===== config.mk =====
export PLATFORM = sky130hd
export DESIGN_NAME = torus_mesh_routing_record
export DESIGN_NICKNAME = d
export VERILOG_FILES = /design/src/sv/tmrr_pkg.sv /design/src/sv/torus_mesh_routing_record.sv
export SDC_FILE = /design/constraint.sdc
export NUM_CORES = 1
export LEC_CHECK = 0
export BUFFER_PORTS_ARGS = -buffer_cell sky130_fd_sc_hd__buf_2
export CAP_MARGIN = 10
export CORE_UTILIZATION = 45
export DETAILED_ROUTE_END_ITERATION = 8
export PLACE_DENSITY = 0.66
export RECOVER_POWER = 25
export SLEW_MARGIN = 20
export SYNTH_ARGS = -nofsm -noshare
export SYNTH_HDL_FRONTEND = slang
export SYNTH_SLANG_ARGS = --single-unit

===== constraint.sdc =====
create_clock -name clk -period 4.1 [get_ports clk]
set_input_delay 1.23 -clock clk [delete_from_list [all_inputs] [get_ports clk]]
set_output_delay 1.23 -clock clk [all_outputs]
set_load 0.01 [all_outputs]

===== src/sv/tmrr_pkg.sv =====
package tmrr_pkg;

  // fixed field widths
  localparam int unsigned COORD_W = 8;
  localparam int unsigned SIDE_W  = 9;
  localparam int unsigned HOP_W   = 9;
  localparam int unsigned TOTAL_W = 10;
  localparam int unsigned ERR_W   = 2;
  localparam int unsigned NDIM    = 3;

  // largest ring side that the coordinates can address
  localparam logic [SIDE_W-1:0] MAX_SIDE = SIDE_W'(256);

  // topology modes
  localparam logic [1:0] MODE_MESH  = 2'd0;
  localparam logic [1:0] MODE_TORUS = 2'd1;
  localparam logic [1:0] MODE_UNI   = 2'd2;

  // error codes
  localparam logic [ERR_W-1:0] ERR_NONE  = 2'd0;
  localparam logic [ERR_W-1:0] ERR_SELF  = 2'd1;
  localparam logic [ERR_W-1:0] ERR_RANGE = 2'd2;

  // configuration register indexes
  localparam int unsigned CFG_IDX_W = 3;
  localparam logic [CFG_IDX_W-1:0] REG_MODE   = 3'd0;
  localparam logic [CFG_IDX_W-1:0] REG_DIMS   = 3'd1;
  localparam logic [CFG_IDX_W-1:0] REG_SIDE_X = 3'd2;
  localparam logic [CFG_IDX_W-1:0] REG_SIDE_Y = 3'd3;
  localparam logic [CFG_IDX_W-1:0] REG_SIDE_Z = 3'd4;

  // packed port widths
  localparam int unsigned IN_DATA_W  = 48;
  localparam int unsigned OUT_DATA_W = 40;

  typedef logic [COORD_W-1:0]       coord_t;
  typedef logic [SIDE_W-1:0]        side_t;
  typedef logic signed [HOP_W-1:0]  hop_t;
  typedef logic [COORD_W-1:0]       mag_t;
  typedef logic [TOTAL_W-1:0]       total_t;
  typedef logic [ERR_W-1:0]         err_t;

endpackage


===== src/sv/torus_mesh_routing_record.sv =====
// Minimal route offsets for a 1 to 3 dimensional mesh, torus or unidirectional
// torus. Each transaction on the in_ channel carries source and destination
// coordinates; the out_ channel returns the signed hop count per dimension, the
// total hop count and an error code (range error wins over a self-sent packet,
// both give zero offsets). The block is a three-stage pipeline (wrap subtract,
// direction choice, hop sum) whose last register drives the out_ channel; one
// transaction can be accepted every cycle unless stalled; each stage holds its
// item while the stage behind it is full, so out_tready low stalls without loss.
// Configuration registers are written through the cfg_ port, which is always
// ready; write them only while no transaction is in flight.
module torus_mesh_routing_record (
  input  logic                                  clk,
  input  logic                                  rst_n,
  // configuration write channel
  input  logic                                  cfg_valid,
  output logic                                  cfg_ready,
  input  logic [tmrr_pkg::CFG_IDX_W-1:0]        cfg_index,
  input  logic [tmrr_pkg::SIDE_W-1:0]           cfg_data,
  // input channel
  input  logic                                  in_tvalid,
  output logic                                  in_tready,
  // src_x, src_y, src_z, dst_x, dst_y, dst_z (8 bits each)
  input  logic [tmrr_pkg::IN_DATA_W-1:0]        in_tdata,
  // tie_negative
  input  logic                                  in_tuser,
  // result channel
  output logic                                  out_tvalid,
  input  logic                                  out_tready,
  // hops_x, hops_y, hops_z (9 bits signed each), total_hops (10 bits), 3 zero bits
  output logic [tmrr_pkg::OUT_DATA_W-1:0]       out_tdata,
  // error_code
  output logic [tmrr_pkg::ERR_W-1:0]            out_tuser
);

  import tmrr_pkg::*;

  // configuration registers
  logic [1:0] mode_r;
  logic [1:0] dims_r;
  side_t      side_r [NDIM];

  // effective configuration
  side_t      side_eff [NDIM];
  logic [NDIM-1:0] used;
  logic       mesh_mode;

  // stage 1: wrapped and plain differences, error flags
  logic       v1_r;
  hop_t       diff1_r [NDIM];
  side_t      wrap1_r [NDIM];
  logic       tie1_r;
  logic       rerr1_r;
  logic       same1_r;
  hop_t       diff1_nxt [NDIM];
  side_t      wrap1_nxt [NDIM];
  logic       rerr1_nxt;
  logic       same1_nxt;

  // stage 2: chosen offsets and magnitudes
  logic       v2_r;
  hop_t       hop2_r [NDIM];
  mag_t       mag2_r [NDIM];
  err_t       err2_r;
  hop_t       hop2_nxt [NDIM];
  mag_t       mag2_nxt [NDIM];

  // stage 3: output register
  logic       v3_r;
  hop_t       hop3_r [NDIM];
  total_t     total3_r;
  err_t       err3_r;
  total_t     total3_nxt;

  // stage advance
  logic       adv1;
  logic       adv2;
  logic       adv3;

  assign cfg_ready = 1'b1;

  // configuration writes
  always_ff @(posedge clk) begin
    if (!rst_n) begin
      mode_r    <= MODE_TORUS;
      dims_r    <= 2'd3;
      side_r[0] <= SIDE_W'(8);
      side_r[1] <= SIDE_W'(8);
      side_r[2] <= SIDE_W'(8);
    end else if (cfg_valid) begin
      case (cfg_index)
        REG_MODE:   mode_r    <= cfg_data[1:0];
        REG_DIMS:   dims_r    <= cfg_data[1:0];
        REG_SIDE_X: side_r[0] <= cfg_data;
        REG_SIDE_Y: side_r[1] <= cfg_data;
        REG_SIDE_Z: side_r[2] <= cfg_data;
        default: ;
      endcase
    end
  end

  // effective sides, used dimensions and mode
  always_comb begin
    for (int i = 0; i < NDIM; i++) begin
      side_eff[i] = (side_r[i] > MAX_SIDE) ? MAX_SIDE : side_r[i];
    end
    used[0] = 1'b1;
    used[1] = (dims_r >= 2'd2);
    used[2] = (dims_r == 2'd3);
    mesh_mode = (mode_r != MODE_TORUS) && (mode_r != MODE_UNI);
  end

  // pipeline flow control
  assign adv3      = !v3_r || out_tready;
  assign adv2      = !v2_r || adv3;
  assign adv1      = !v1_r || adv2;
  assign in_tready = adv1;

  // stage 1 logic: range check, equality, difference and wrap
  always_comb begin
    coord_t s;
    coord_t d;
    rerr1_nxt = 1'b0;
    same1_nxt = 1'b1;
    for (int i = 0; i < NDIM; i++) begin
      s = in_tdata[i*COORD_W +: COORD_W];
      d = in_tdata[(i+NDIM)*COORD_W +: COORD_W];
      diff1_nxt[i] = hop_t'({1'b0, d}) - hop_t'({1'b0, s});
      wrap1_nxt[i] = diff1_nxt[i][HOP_W-1] ? side_t'(diff1_nxt[i]) + side_eff[i]
                                            : side_t'(diff1_nxt[i]);
      if (used[i]) begin
        if ({1'b0, s} >= side_eff[i] || {1'b0, d} >= side_eff[i]) begin
          rerr1_nxt = 1'b1;
        end
        if (s != d) begin
          same1_nxt = 1'b0;
        end
      end
    end
  end

  always_ff @(posedge clk) begin
    if (!rst_n) begin
      v1_r <= 1'b0;
    end else if (adv1) begin
      v1_r <= in_tvalid;
    end
  end

  always_ff @(posedge clk) begin
    if (adv1) begin
      diff1_r <= diff1_nxt;
      wrap1_r <= wrap1_nxt;
      tie1_r  <= in_tuser;
      rerr1_r <= rerr1_nxt;
      same1_r <= same1_nxt;
    end
  end

  // stage 2 logic: pick the direction per dimension
  always_comb begin
    logic [SIDE_W:0]   twice;
    logic signed [HOP_W:0] neg;
    hop_t h;
    for (int i = 0; i < NDIM; i++) begin
      twice = {wrap1_r[i], 1'b0};
      neg   = $signed({1'b0, wrap1_r[i]}) - $signed({1'b0, side_eff[i]});
      if (mesh_mode) begin
        h = diff1_r[i];
      end else if (mode_r == MODE_UNI) begin
        h = hop_t'(wrap1_r[i]);
      end else if (twice > {1'b0, side_eff[i]} ||
                   (twice == {1'b0, side_eff[i]} && tie1_r)) begin
        h = hop_t'(neg);
      end else begin
        h = hop_t'(wrap1_r[i]);
      end
      if (!used[i]) begin
        h = '0;
      end
      hop2_nxt[i] = h;
      mag2_nxt[i] = h[HOP_W-1] ? mag_t'(-h) : mag_t'(h);
    end
  end

  always_ff @(posedge clk) begin
    if (!rst_n) begin
      v2_r <= 1'b0;
    end else if (adv2) begin
      v2_r <= v1_r;
    end
  end

  always_ff @(posedge clk) begin
    if (adv2) begin
      hop2_r <= hop2_nxt;
      mag2_r <= mag2_nxt;
      err2_r <= rerr1_r ? ERR_RANGE : (same1_r ? ERR_SELF : ERR_NONE);
    end
  end

  // stage 3 logic: total hop count
  assign total3_nxt = total_t'(mag2_r[0]) + total_t'(mag2_r[1]) + total_t'(mag2_r[2]);

  always_ff @(posedge clk) begin
    if (!rst_n) begin
      v3_r <= 1'b0;
    end else if (adv3) begin
      v3_r <= v2_r;
    end
  end

  always_ff @(posedge clk) begin
    if (adv3) begin
      err3_r <= err2_r;
      if (err2_r != ERR_NONE) begin
        hop3_r[0] <= '0;
        hop3_r[1] <= '0;
        hop3_r[2] <= '0;
        total3_r  <= '0;
      end else begin
        hop3_r   <= hop2_r;
        total3_r <= total3_nxt;
      end
    end
  end

  // result packing
  assign out_tvalid = v3_r;
  assign out_tdata  = {3'b000, total3_r, hop3_r[2], hop3_r[1], hop3_r[0]};
  assign out_tuser  = err3_r;

endmodule

==> run summary, run 1 <==
STA
* period utilisation layout: 91.8%
* count of final max-slew check failures: 40
* Min Clock Period, post-route: 3.76 ns
* number of hold violations in the final report: 0
* clock tree skew after final layout: 0.0115 ns
* Fmax achieved: 266 MHz
* Worst-Margin Slew: 1.97 ns
* final setup violating endpoints: 0
* RSZ-0062 raised after global routing: false
* final worst-path setup slack: 0.337 ns
* Max-Slew Margin vs Limit: -31.5%
* sum of negative setup slack: 0 ns

Setup path
* slowest cell on the critical path: sky130_fd_sc_hd__fa_1
* required time of the worst setup path: 4.28 ns
* maximum fanout along the worst path: 7
* launch point of the critical path: side_r[0][8]
* reg2reg start: side_r[0][8]
* ordered cell list for the critical path: nand2b_1 -> inv_1 -> ha_1 -> inv_1 -> fa_1 -> a211o_1 -> a211oi_1 -> o21ai_0 -> a21o_1 -> a21oi_1 -> xor2_1 -> nor2_1 -> a311oi_1 -> xnor2_1
* Crit Path Category: flop to flop
* Most Frequent Cell on Critical Path: sky130_fd_sc_hd__inv_1
* sort of element at the end of the critical path: flop
* kind of start point of the critical path: flop
* critical path arrival: 3.95 ns
* slowest cell delay on critical path: 0.42 ns

Clock network
* number of hold buffers added after cts: 0
* clk_lat worst skew: 0.44 ns
* post-cts resize count: 0
* H-tree levels: 4
* clock tree root buffer cell: sky130_fd_sc_hd__clkbuf_16
* CTS buffer count: 17
* clock transition at the register clock pins on the worst setup and hold paths after CTS: 0.07 ns
* post-CTS setup buffer count: 0
* clock tree from TritonCTS: built
* clock sink count: 180
* buffer depth of the longest clock path: 2

Place
* IO buf count: 106
* placer congestion estimate: 0.882
* pre-CTS WS: -0.0450 ns
* estimated wirelength of the detail-placed design: 21.6 mm
* standard cell area after detailed placement: 13500 um2

Floorplanning
* Core Footprint: 27000 um2
* Initial Utilization: 45.8%
* chip width: 168 um
* die height: 168 um
* floorplan row count: 60
* overall die area: 28100 um2
* I/O Pins: 111

Synth
* flops & latches, synth: 180
* register area share after synthesis: 43.3%
* post-synthesis cell area: 12300 um2
* distinct cell type count of the synthesized netlist: 75
* predominant post-synthesis flop cell: sky130_fd_sc_hd__edfxtp_1
* count of flip-flops with a built-in enable after synthesis: 173
* Synth Area per Inst: 10.6 um2
* yosys warns: 0
* Mapped Cells: 1161
* post-synthesis async set-or-reset flop share: 0%

Power and ir drop
* clock share of power: 17.9%
* internal cell power: 5.69 mW
* power density over the cells: 647 nW/um2
* worst voltage drop across the vdd grid: 0.000359 V
* reported net switching power: 3.41 mW
* Seq pwr share: 33.6%
* switching portion of total power: 37.5%
* Logic pwr share: 48.6%
* leakage dissipation: 6.46 nW

Global routing
* wire length of the first global-routing pass: 43.2 mm
* overall global routing resource usage: 19.8%
* antenna violations before repair: 0
* via count of the first global-routing pass: 8422
* GR met2 Demand/Resource: 30.5%
* pin count of the biggest net entering global routing: 59
* highest-utilization routing layer at the global route stage: met2
* GR met1 Demand/Resource: 28.9%
* remaining global-route overflow: 0
* met3 layer usage reported by global route: 3.29%

Finish
* fraction of layout cells with a size suffix above 1: 15.4%
* register area: 5340 um2
* Multi-input gate area: 6450 um2
* fillcell total: 2406
* area of all placed cells without fillers: 14100 um2
* Layout Nets: 1544
* antenna cell count: 0
* layout overhead on the synthesized area: 14.0%

Drt
* DRC marker count from the first detailed-route iteration: 503
* routed wirelength normalized by instance count: 16.0 um
* aggregate routed wire length: 26.6 mm
* DR DRC count: 0
* drt pass-1 iters: 5
* mean number of vias per cell: 5.18
* post-detailed-route count of antenna-violating nets: 0
* total number of vias: 8592

Run
* maximum capacitance violations: 1

Min path
* Hold Path Class: flop to flop
* Hold Path Origin: err2_r[1]

Run status
* outcome: finished, violations left
* violations in the final reports: capacitance limit, slew limit

-- synthesized netlist by cell type, types with 4 or more instances --
| cell type | number | share of area (%) |
|---|---|---|
| sky130_fd_sc_hd__a211oi_1 | 11 | 0.67 |
| sky130_fd_sc_hd__a21boi_0 | 5 | 0.30 |
| sky130_fd_sc_hd__a21o_1 | 38 | 2.3 |
| sky130_fd_sc_hd__a21oi_1 | 68 | 2.8 |
| sky130_fd_sc_hd__a31oi_1 | 9 | 0.46 |
| sky130_fd_sc_hd__and2_1 | 38 | 1.9 |
| sky130_fd_sc_hd__and3_1 | 4 | 0.20 |
| sky130_fd_sc_hd__buf_4 | 4 | 0.24 |
| sky130_fd_sc_hd__clkbuf_1 | 15 | 0.46 |
| sky130_fd_sc_hd__dfxtp_1 | 7 | 1.1 |
| sky130_fd_sc_hd__edfxtp_1 | 173 | 42 |
| sky130_fd_sc_hd__fa_1 | 18 | 2.9 |
| sky130_fd_sc_hd__ha_1 | 155 | 16 |
| sky130_fd_sc_hd__inv_1 | 118 | 3.6 |
| sky130_fd_sc_hd__mux2_2 | 7 | 0.64 |
| sky130_fd_sc_hd__mux2i_1 | 7 | 0.57 |
| sky130_fd_sc_hd__nand2_1 | 104 | 3.2 |
| sky130_fd_sc_hd__nand2b_1 | 14 | 0.71 |
| sky130_fd_sc_hd__nand3_1 | 20 | 0.81 |
| sky130_fd_sc_hd__nand4_1 | 10 | 0.51 |
| sky130_fd_sc_hd__nor2_1 | 66 | 2.0 |
| sky130_fd_sc_hd__nor2b_1 | 20 | 1.0 |
| sky130_fd_sc_hd__nor3_1 | 12 | 0.49 |
| sky130_fd_sc_hd__o211ai_1 | 5 | 0.30 |
| sky130_fd_sc_hd__o21a_1 | 7 | 0.43 |
| sky130_fd_sc_hd__o21ai_0 | 47 | 1.9 |
| sky130_fd_sc_hd__o21bai_1 | 23 | 1.4 |
| sky130_fd_sc_hd__o31ai_1 | 6 | 0.37 |
| sky130_fd_sc_hd__or3_1 | 5 | 0.25 |
| sky130_fd_sc_hd__xnor2_1 | 59 | 4.2 |
| sky130_fd_sc_hd__xor2_1 | 20 | 1.4 |
-- layout make-up --
class                      count  area share (%)
multi-input combinational    840            45.9
sequential                   180            37.9
timing repair buffer         144            5.70
inverter                     122            3.26
clock buffer                  18            3.05
tap                          341            3.03
clock inverter                14            1.14
-- layer usage --
layer / routed length, um / up-vias
met3: 1220 / 18
met4: 303 / 0
met5: 0 / -
met1: 13600 / 3927
li1: - / 4455
met2: 11400 / 192
-- worst max-delay path: cells and delay by family, from the launching register on --
kind | cells | cell delay (ns)
AO/OA/AOI/OAI | 6 | 1.40
adder cells (fa/ha/maj) | 2 | 0.64
AND/OR/NAND/NOR | 2 | 0.42
XOR/XNOR | 2 | 0.41
flip-flops | 1 | 0.38
buffers and inverters | 2 | 0.28
-- logic make-up after synthesis --
logic type      Yosys count  share of synthesized area [%]
simple gates            317                           12.8
mux                      14                           1.21
buf+inv                 143                           4.60
flops                   180                           43.3
xor+xnor                 79                           5.61
compound gates          253                           13.8
fa+ha+maj               173                           18.6
other cells               2                         0.0609
-- metrics by stage --
step / hold WS, ns / total power, mW / util, % / cells
6_report: 0.473 / 9.10 / 52.2 / 1659
5_1_grt: 0.493 / 9.86 / 52.2 / 1659
4_1_cts: 0.473 / 9.15 / 52.2 / 1659
3_5_place_dp: 0.462 / 7.51 / 50.0 / 1627
3_3_place_gp: 0.463 / 7.38 / 50.0 / 1627
2_1_floorplan: 0.427 / 6.42 / - / 1163
-- worst paths after layout --
| path | slack [ns] | to | cells past startpoint |
|---|---|---|---|
| worst min register to register | 0.47 | out_tuser[1] | 0 |
| worst max register to register | 0.34 | mag2_r[19] | 14 |
| worst min-delay path | 0.47 | out_tuser[1] | 0 |
| worst max-delay path | 0.34 | mag2_r[19] | 14 |
-- power groups by stage --
stage	Combinational (mW)	Sequential, mW	Clock [mW]
floorplan	3.39	3.03	0
global placement	4.28	3.10	0
detailed placement	4.40	3.11	0
CTS	4.43	3.07	1.66
global route	5.03	3.12	1.72
finish	4.42	3.06	1.63
-- placed cells by master, fill, tap and decap left out, types with 23 or more instances in the layout --
cell type	n
sky130_fd_sc_hd__ha_1	155
sky130_fd_sc_hd__buf_2	104
sky130_fd_sc_hd__inv_1	118
sky130_fd_sc_hd__nand2_1	103
sky130_fd_sc_hd__xnor2_1	59
sky130_fd_sc_hd__buf_4	35
sky130_fd_sc_hd__nor2_1	66
sky130_fd_sc_hd__o21ai_0	47
sky130_fd_sc_hd__edfxtp_1	173
sky130_fd_sc_hd__o21bai_1	23
sky130_fd_sc_hd__a21oi_1	68
sky130_fd_sc_hd__a21o_1	38
-- registers in the layout, indices dropped and copies added (netlist names) --
| register | count |
|---|---|
| wrap1_r | 27 |
| total3_r | 10 |
| out_tdata | 27 |
| err2_r | 2 |
| side_r | 27 |
| v1_r | 1 |
| hop2_r | 27 |
| same1_r | 1 |
| mag2_r | 21 |
| rerr1_r | 1 |
| mode_r | 2 |
| dims_r | 2 |
| diff1_r | 27 |
| out_tuser | 2 |
| v2_r | 1 |
| tie1_r | 1 |
| out_tvalid | 1 |
(Power assumes the default switching activity.)
==> run 2, diff against run 1 <==
Settings changed: CTS_BUF_LIST from default to sky130_fd_sc_hd__clkbuf_8.
==> run 2 against run 1 <==
Compared with the run above:
- the run still ends with capacitance limit, slew limit left
- fmax increased by 0.61%
- worst hold slack worse by 0.00070 ns
- critical endpoint is now mag2_r[6]
- die area stayed put
- total power shrank 4.8%
- non-clock buffer count unchanged
==> run summary, run 2 (synthesized netlist as in run 1, its figures left out) <==
Power and ir drop
* leakage dissipation: 6.38 nW
* power density over the cells: 625 nW/um2
* total power: 8.67 mW
* worst voltage drop across the vdd grid: 0.000294 V

STA
* Fmax achieved: 267 MHz
* RSZ-0062 raised after global routing: false
* Min Clock Period, post-route: 3.74 ns
* clock tree skew after final layout: 0.0186 ns
* sum of negative setup slack: 0 ns
* final setup violating endpoints: 0
* period utilisation layout: 91.2%
* Worst-Margin Slew: 1.96 ns
* number of hold violations in the final report: 0
* Max-Slew Margin vs Limit: -30.7%
* count of final max-slew check failures: 40
* final worst-path setup slack: 0.360 ns

Drt
* drt pass-1 iters: 5
* DR DRC count: 0
* post-detailed-route count of antenna-violating nets: 0
* routed wirelength normalized by instance count: 15.9 um
* total number of vias: 8592
* DRC marker count from the first detailed-route iteration: 533
* mean number of vias per cell: 5.18
* aggregate routed wire length: 26.4 mm

Finish
* fraction of layout cells with a size suffix above 1: 15.4%
* fillcell total: 2438
* highest-count cells in the layout ignoring fill and taps: sky130_fd_sc_hd__edfxtp_1, sky130_fd_sc_hd__ha_1, sky130_fd_sc_hd__inv_1
* area of all placed cells without fillers: 13900 um2
* Layout Nets: 1544
* layout overhead on the synthesized area: 12.5%
* most frequent standard cell in the layout excluding fill and tap cells: sky130_fd_sc_hd__edfxtp_1
* antenna cell count: 0
* end-of-flow core utilization: 51.5%

Clock network
* H-tree levels: 4
* clock tree root buffer cell: sky130_fd_sc_hd__clkbuf_8
* post-cts resize count: 0
* clk_lat worst skew: 0.47 ns
* clock tree from TritonCTS: built
* clock sink count: 180
* CTS buffer count: 17
* buffer depth of the longest clock path: 2
* post-CTS setup buffer count: 0
* number of hold buffers added after cts: 0
* clock transition at the register clock pins on the worst setup and hold paths after CTS: 0.11 ns

Place
* estimated wirelength of the detail-placed design: 21.6 mm
* pre-CTS WS: -0.0450 ns
* IO buf count: 106
* standard cell area after detailed placement: 13500 um2
* placer congestion estimate: 0.882

Floorplanning
* Core Footprint: 27000 um2
* Initial Utilization: 45.8%
* chip width: 168 um
* die height: 168 um
* floorplan row count: 60
* I/O Pins: 111
* overall die area: 28100 um2

Global routing
* overall global routing resource usage: 19.7%
* via count of the first global-routing pass: 8421
* wire length of the first global-routing pass: 43.1 mm
* pin count of the biggest net entering global routing: 59
* antenna violations before repair: 0
* remaining global-route overflow: 0

Setup path
* maximum fanout along the worst path: 10
* kind of start point of the critical path: flop
* sort of element at the end of the critical path: flop
* Crit Path Category: flop to flop
* launch point of the critical path: side_r[0][26]
* reg2reg start: side_r[0][26]
* required time of the worst setup path: 4.30 ns
* critical path arrival: 3.94 ns

Run status
* violations in the final reports: capacitance limit, slew limit
* outcome: finished, violations left

Min path
* Hold Path Class: flop to flop
* Hold Path Origin: err2_r[1]

Run
* maximum capacitance violations: 1

## run 2: cell count changes in the layout (fill, tap and decap cells not counted)
cell                        delta
sky130_fd_sc_hd__clkbuf_16    -17
sky130_fd_sc_hd__inv_1         +1
sky130_fd_sc_hd__clkbuf_8     +17
sky130_fd_sc_hd__clkbuf_1      -1
sky130_fd_sc_hd__and2_1        +1
sky130_fd_sc_hd__and2_0        -1
## run 2: final timing paths
kind / end / slack (ns) / cells after the start
max reg2reg: mag2_r[6] / 0.36 / 13
min: out_tuser[1] / 0.47 / 0
max: mag2_r[6] / 0.36 / 13
min reg2reg: out_tuser[1] / 0.47 / 0
## run 2: layer usage
layer  global-route usage [%]  vias up  share of wire, %
met1                     28.8     3907                51
met4                     4.95        0               1.2
met5                        0        -                 0
met2                     30.3      218                43
li1                         -     4450                 -
met3                     3.14       17               5.4
## run 2: area by class of cell
type	count	area [um2]	share of cell area (%)
multi-input combinational	840	6450	46.5
sequential	180	5340	38.5
timing repair buffer	144	802	5.78
inverter	122	458	3.30
tap	341	427	3.08
clock buffer	17	234	1.69
clock inverter	15	164	1.18
## run 2: per-stage QoR
stage | hold slack (ns) | instances
floorplan | 0.427 | 1163
global placement | 0.463 | 1627
detailed placement | 0.462 | 1627
CTS | 0.470 | 1659
global route | 0.488 | 1659
finish | 0.472 | 1659
## run 2: critical path, stage by stage (launching register included)
cell and delay, ns:
sky130_fd_sc_hd__edfxtp_1 0.51, sky130_fd_sc_hd__clkinv_1 0.31, sky130_fd_sc_hd__nand2_1 0.22, sky130_fd_sc_hd__ha_1 0.29
sky130_fd_sc_hd__a21o_1 0.17, sky130_fd_sc_hd__a211o_1 0.29, sky130_fd_sc_hd__a211oi_1 0.24, sky130_fd_sc_hd__or2_1 0.36
sky130_fd_sc_hd__a211oi_1 0.15, sky130_fd_sc_hd__or3_1 0.42, sky130_fd_sc_hd__ha_1 0.23, sky130_fd_sc_hd__nand2_1 0.07
sky130_fd_sc_hd__o21ai_0 0.09, sky130_fd_sc_hd__xnor2_1 0.13
## run 2: report_power, final
part,leakage (nW),internal [mW],switching (mW)
Combinational,4.25,2.03,2.37
Sequential,1.93,2.79,0.263
Clock,0.203,0.509,0.701
Total,6.38,5.33,3.34
==> run 3, diff against run 2 <==
Settings changed: CORE_UTILIZATION 45 to 50, MAX_ROUTING_LAYER from default to met4, PLACE_DENSITY 0.66 to 0.72, SLEW_MARGIN 20 to default.
==> run 3 against run 2 <==
Compared with the run above:
- the run still ends with capacitance limit, slew limit left
- via count increased by 1.0%
- register-to-register slack got worse by 0.11 ns
- sequential power about the same
- non-clock buffer count decreased by 1
- critical path type unchanged
==> run summary, run 3 (synthesized netlist as in run 1, its figures left out) <==
Run status
* outcome: finished, violations left
* violations in the final reports: capacitance limit, slew limit

Clock network
* clk_lat worst skew: 0.47 ns
* clock sink count: 180
* clock transition at the register clock pins on the worst setup and hold paths after CTS: 0.10 ns
* buffer depth of the longest clock path: 2
* CTS buffer count: 17
* clock tree from TritonCTS: built
* H-tree levels: 4
* number of hold buffers added after cts: 0
* clock tree root buffer cell: sky130_fd_sc_hd__clkbuf_8

Setup path
* reg2reg start: side_r[0][8]
* slowest cell delay on critical path: 0.42 ns
* maximum fanout along the worst path: 7
* CP Buf/Inv Count: 2
* slowest cell on the critical path: sky130_fd_sc_hd__edfxtp_1
* required time of the worst setup path: 4.29 ns
* worst setup slack for register-to-register paths: 0.25 ns
* ordered cell list for the critical path: nand2b_1 -> inv_1 -> ha_1 -> inv_1 -> fa_1 -> a211o_1 -> a211oi_1 -> o21ai_0 -> a21o_1 -> a21oi_1 -> xor2_1 -> nor2_1 -> a211oi_1 -> xor2_1
* end of the worst register-to-register path: mag2_r[23]
* Crit Path Category: flop to flop
* number of cells on the worst reg-to-reg path: 14
* cell family contributing the most delay on the critical path: compound AO/OA/AOI/OAI gates
* kind of start point of the critical path: flop
* critical path arrival: 4.03 ns
* sort of element at the end of the critical path: flop

STA
* period utilisation layout: 93.8%
* Fmax achieved: 260 MHz
* Max-Slew Margin vs Limit: -29.5%
* final setup violating endpoints: 0
* Worst-Margin Slew: 1.94 ns
* Min Clock Period, post-route: 3.85 ns
* count of final max-slew check failures: 40
* sum of negative setup slack: 0 ns
* number of hold violations in the final report: 0
* clock tree skew after final layout: 0.0206 ns
* final worst-path setup slack: 0.255 ns

Global routing
* via count of the first global-routing pass: 8210
* antenna violations before repair: 0
* wire length of the first global-routing pass: 41.6 mm
* overall global routing resource usage: 21.6%
* pin count of the biggest net entering global routing: 51
* remaining global-route overflow: 0

Finish
* register area: 5340 um2
* Layout Nets: 1543
* most frequent standard cell in the layout excluding fill and tap cells: sky130_fd_sc_hd__edfxtp_1
* fillcell total: 2125
* layout overhead on the synthesized area: 12.2%
* highest-count cells in the layout ignoring fill and taps: sky130_fd_sc_hd__edfxtp_1, sky130_fd_sc_hd__ha_1, sky130_fd_sc_hd__inv_1
* antenna cell count: 0
* fraction of layout cells with a size suffix above 1: 15.5%
* end-of-flow core utilization: 57.0%
* Multi-input gate area: 6440 um2

Drt
* post-detailed-route count of antenna-violating nets: 0
* mean number of vias per cell: 5.29
* DR DRC count: 0
* total number of vias: 8678
* DRC marker count from the first detailed-route iteration: 491
* drt pass-1 iters: 5
* routed wirelength normalized by instance count: 15.8 um
* aggregate routed wire length: 26.0 mm

Run
* maximum capacitance violations: 1

Floorplanning
* overall die area: 25300 um2
* Core Footprint: 24200 um2
* floorplan row count: 57
* Initial Utilization: 50.9%
* die height: 159 um
* I/O Pins: 111
* chip width: 159 um

Power and ir drop
* power density over the cells: 626 nW/um2
* worst voltage drop across the vdd grid: 0.000327 V
* leakage dissipation: 6.36 nW

Min path
* Hold Path Class: flop to flop
* Hold Path Origin: err2_r[1]
* worst hold path endpoint: out_tuser[1]
* hold path depth: 0

Place
* estimated wirelength of the detail-placed design: 21.0 mm
* IO buf count: 106
* pre-CTS WS: -0.0651 ns
* placer congestion estimate: 0.871

==> run 3: changes by cell type in the layout (fill, tap and decap cells not counted), sizes merged <==
cell      before  now
inv          129  130
clkinvlp       1    0
clkbuf        22   21
==> run 3: final cells by class <==
class	instances	share of cell area, %
Multi-Input combinational cell	840	46.6
Sequential cell	180	38.6
Timing Repair Buffer	143	5.77
Inverter	122	3.31
Tap cell	324	2.93
Clock buffer	17	1.69
Clock inverter	15	1.13
==> run 3: timing repair <==
| item | 4_1_cts | 5_1_grt |
|---|---|---|
| setup buffers | 0 | 1 |
| hold endpoints to repair | 0 | 0 |
| setup endpoints to repair | 0 | 2 |
| gates resized for setup | 0 | 0 |
==> run 3: routing by layer <==
layer | vias up | share of wire [%] | global-route usage [%] | wire length (um)
met5 | - | 0 | - | 0
met1 | 3988 | 49 | 30.3 | 12800
met4 | 0 | 1.1 | 5.77 | 282
met2 | 231 | 45 | 33.1 | 11700
met3 | 19 | 4.7 | 2.94 | 1220
li1 | 4440 | - | - | -
==> run 3: power breakdown <==
group	internal (mW)	switching, mW	total, mW
Combinational	2.03	2.39	4.41
Clock	0.508	0.691	1.20
Sequential	2.79	0.260	3.05
Total	5.32	3.34	8.66
==> run 3: worst reg2reg max path, cell delays in order (launching register included) <==
cell and delay, ns:
sky130_fd_sc_hd__edfxtp_1 0.42, sky130_fd_sc_hd__nand2b_1 0.23, sky130_fd_sc_hd__inv_1 0.22, sky130_fd_sc_hd__ha_1 0.22, sky130_fd_sc_hd__inv_1 0.06, sky130_fd_sc_hd__fa_1 0.41
sky130_fd_sc_hd__a211o_1 0.32, sky130_fd_sc_hd__a211oi_1 0.25, sky130_fd_sc_hd__o21ai_0 0.18, sky130_fd_sc_hd__a21o_1 0.18, sky130_fd_sc_hd__a21oi_1 0.17, sky130_fd_sc_hd__xor2_1 0.30
sky130_fd_sc_hd__nor2_1 0.19, sky130_fd_sc_hd__a211oi_1 0.28, sky130_fd_sc_hd__xor2_1 0.13
==> run 3: through the flow <==
step                hold WS, ns  instance area, um2  total power, mW  std cells
floorplan                 0.427               12300             6.42       1163
global placement          0.455               13400             7.32       1608
detailed placement        0.455               13400             7.46       1608
CTS                       0.478               13800             8.68       1640
global route              0.494               13800             9.37       1641
finish                    0.476               13800             8.66       1641
==> run 3: how the worst max path moves through the flow <==
stage | from | to | slack [ns] | cells after the start
floorplan | in_tdata[32] | wrap1_r[16] | 0.38 | 13
global placement | in_tdata[24] | wrap1_r[25] | 0.1 | 14
detailed placement | in_tdata[32] | wrap1_r[17] | -0.07 | 17
CTS | side_r[0][8] | mag2_r[23] | 0.28 | 14
global route | side_r[0][8] | mag2_r[23] | -0.02 | 14
finish | side_r[0][8] | mag2_r[23] | 0.25 | 14
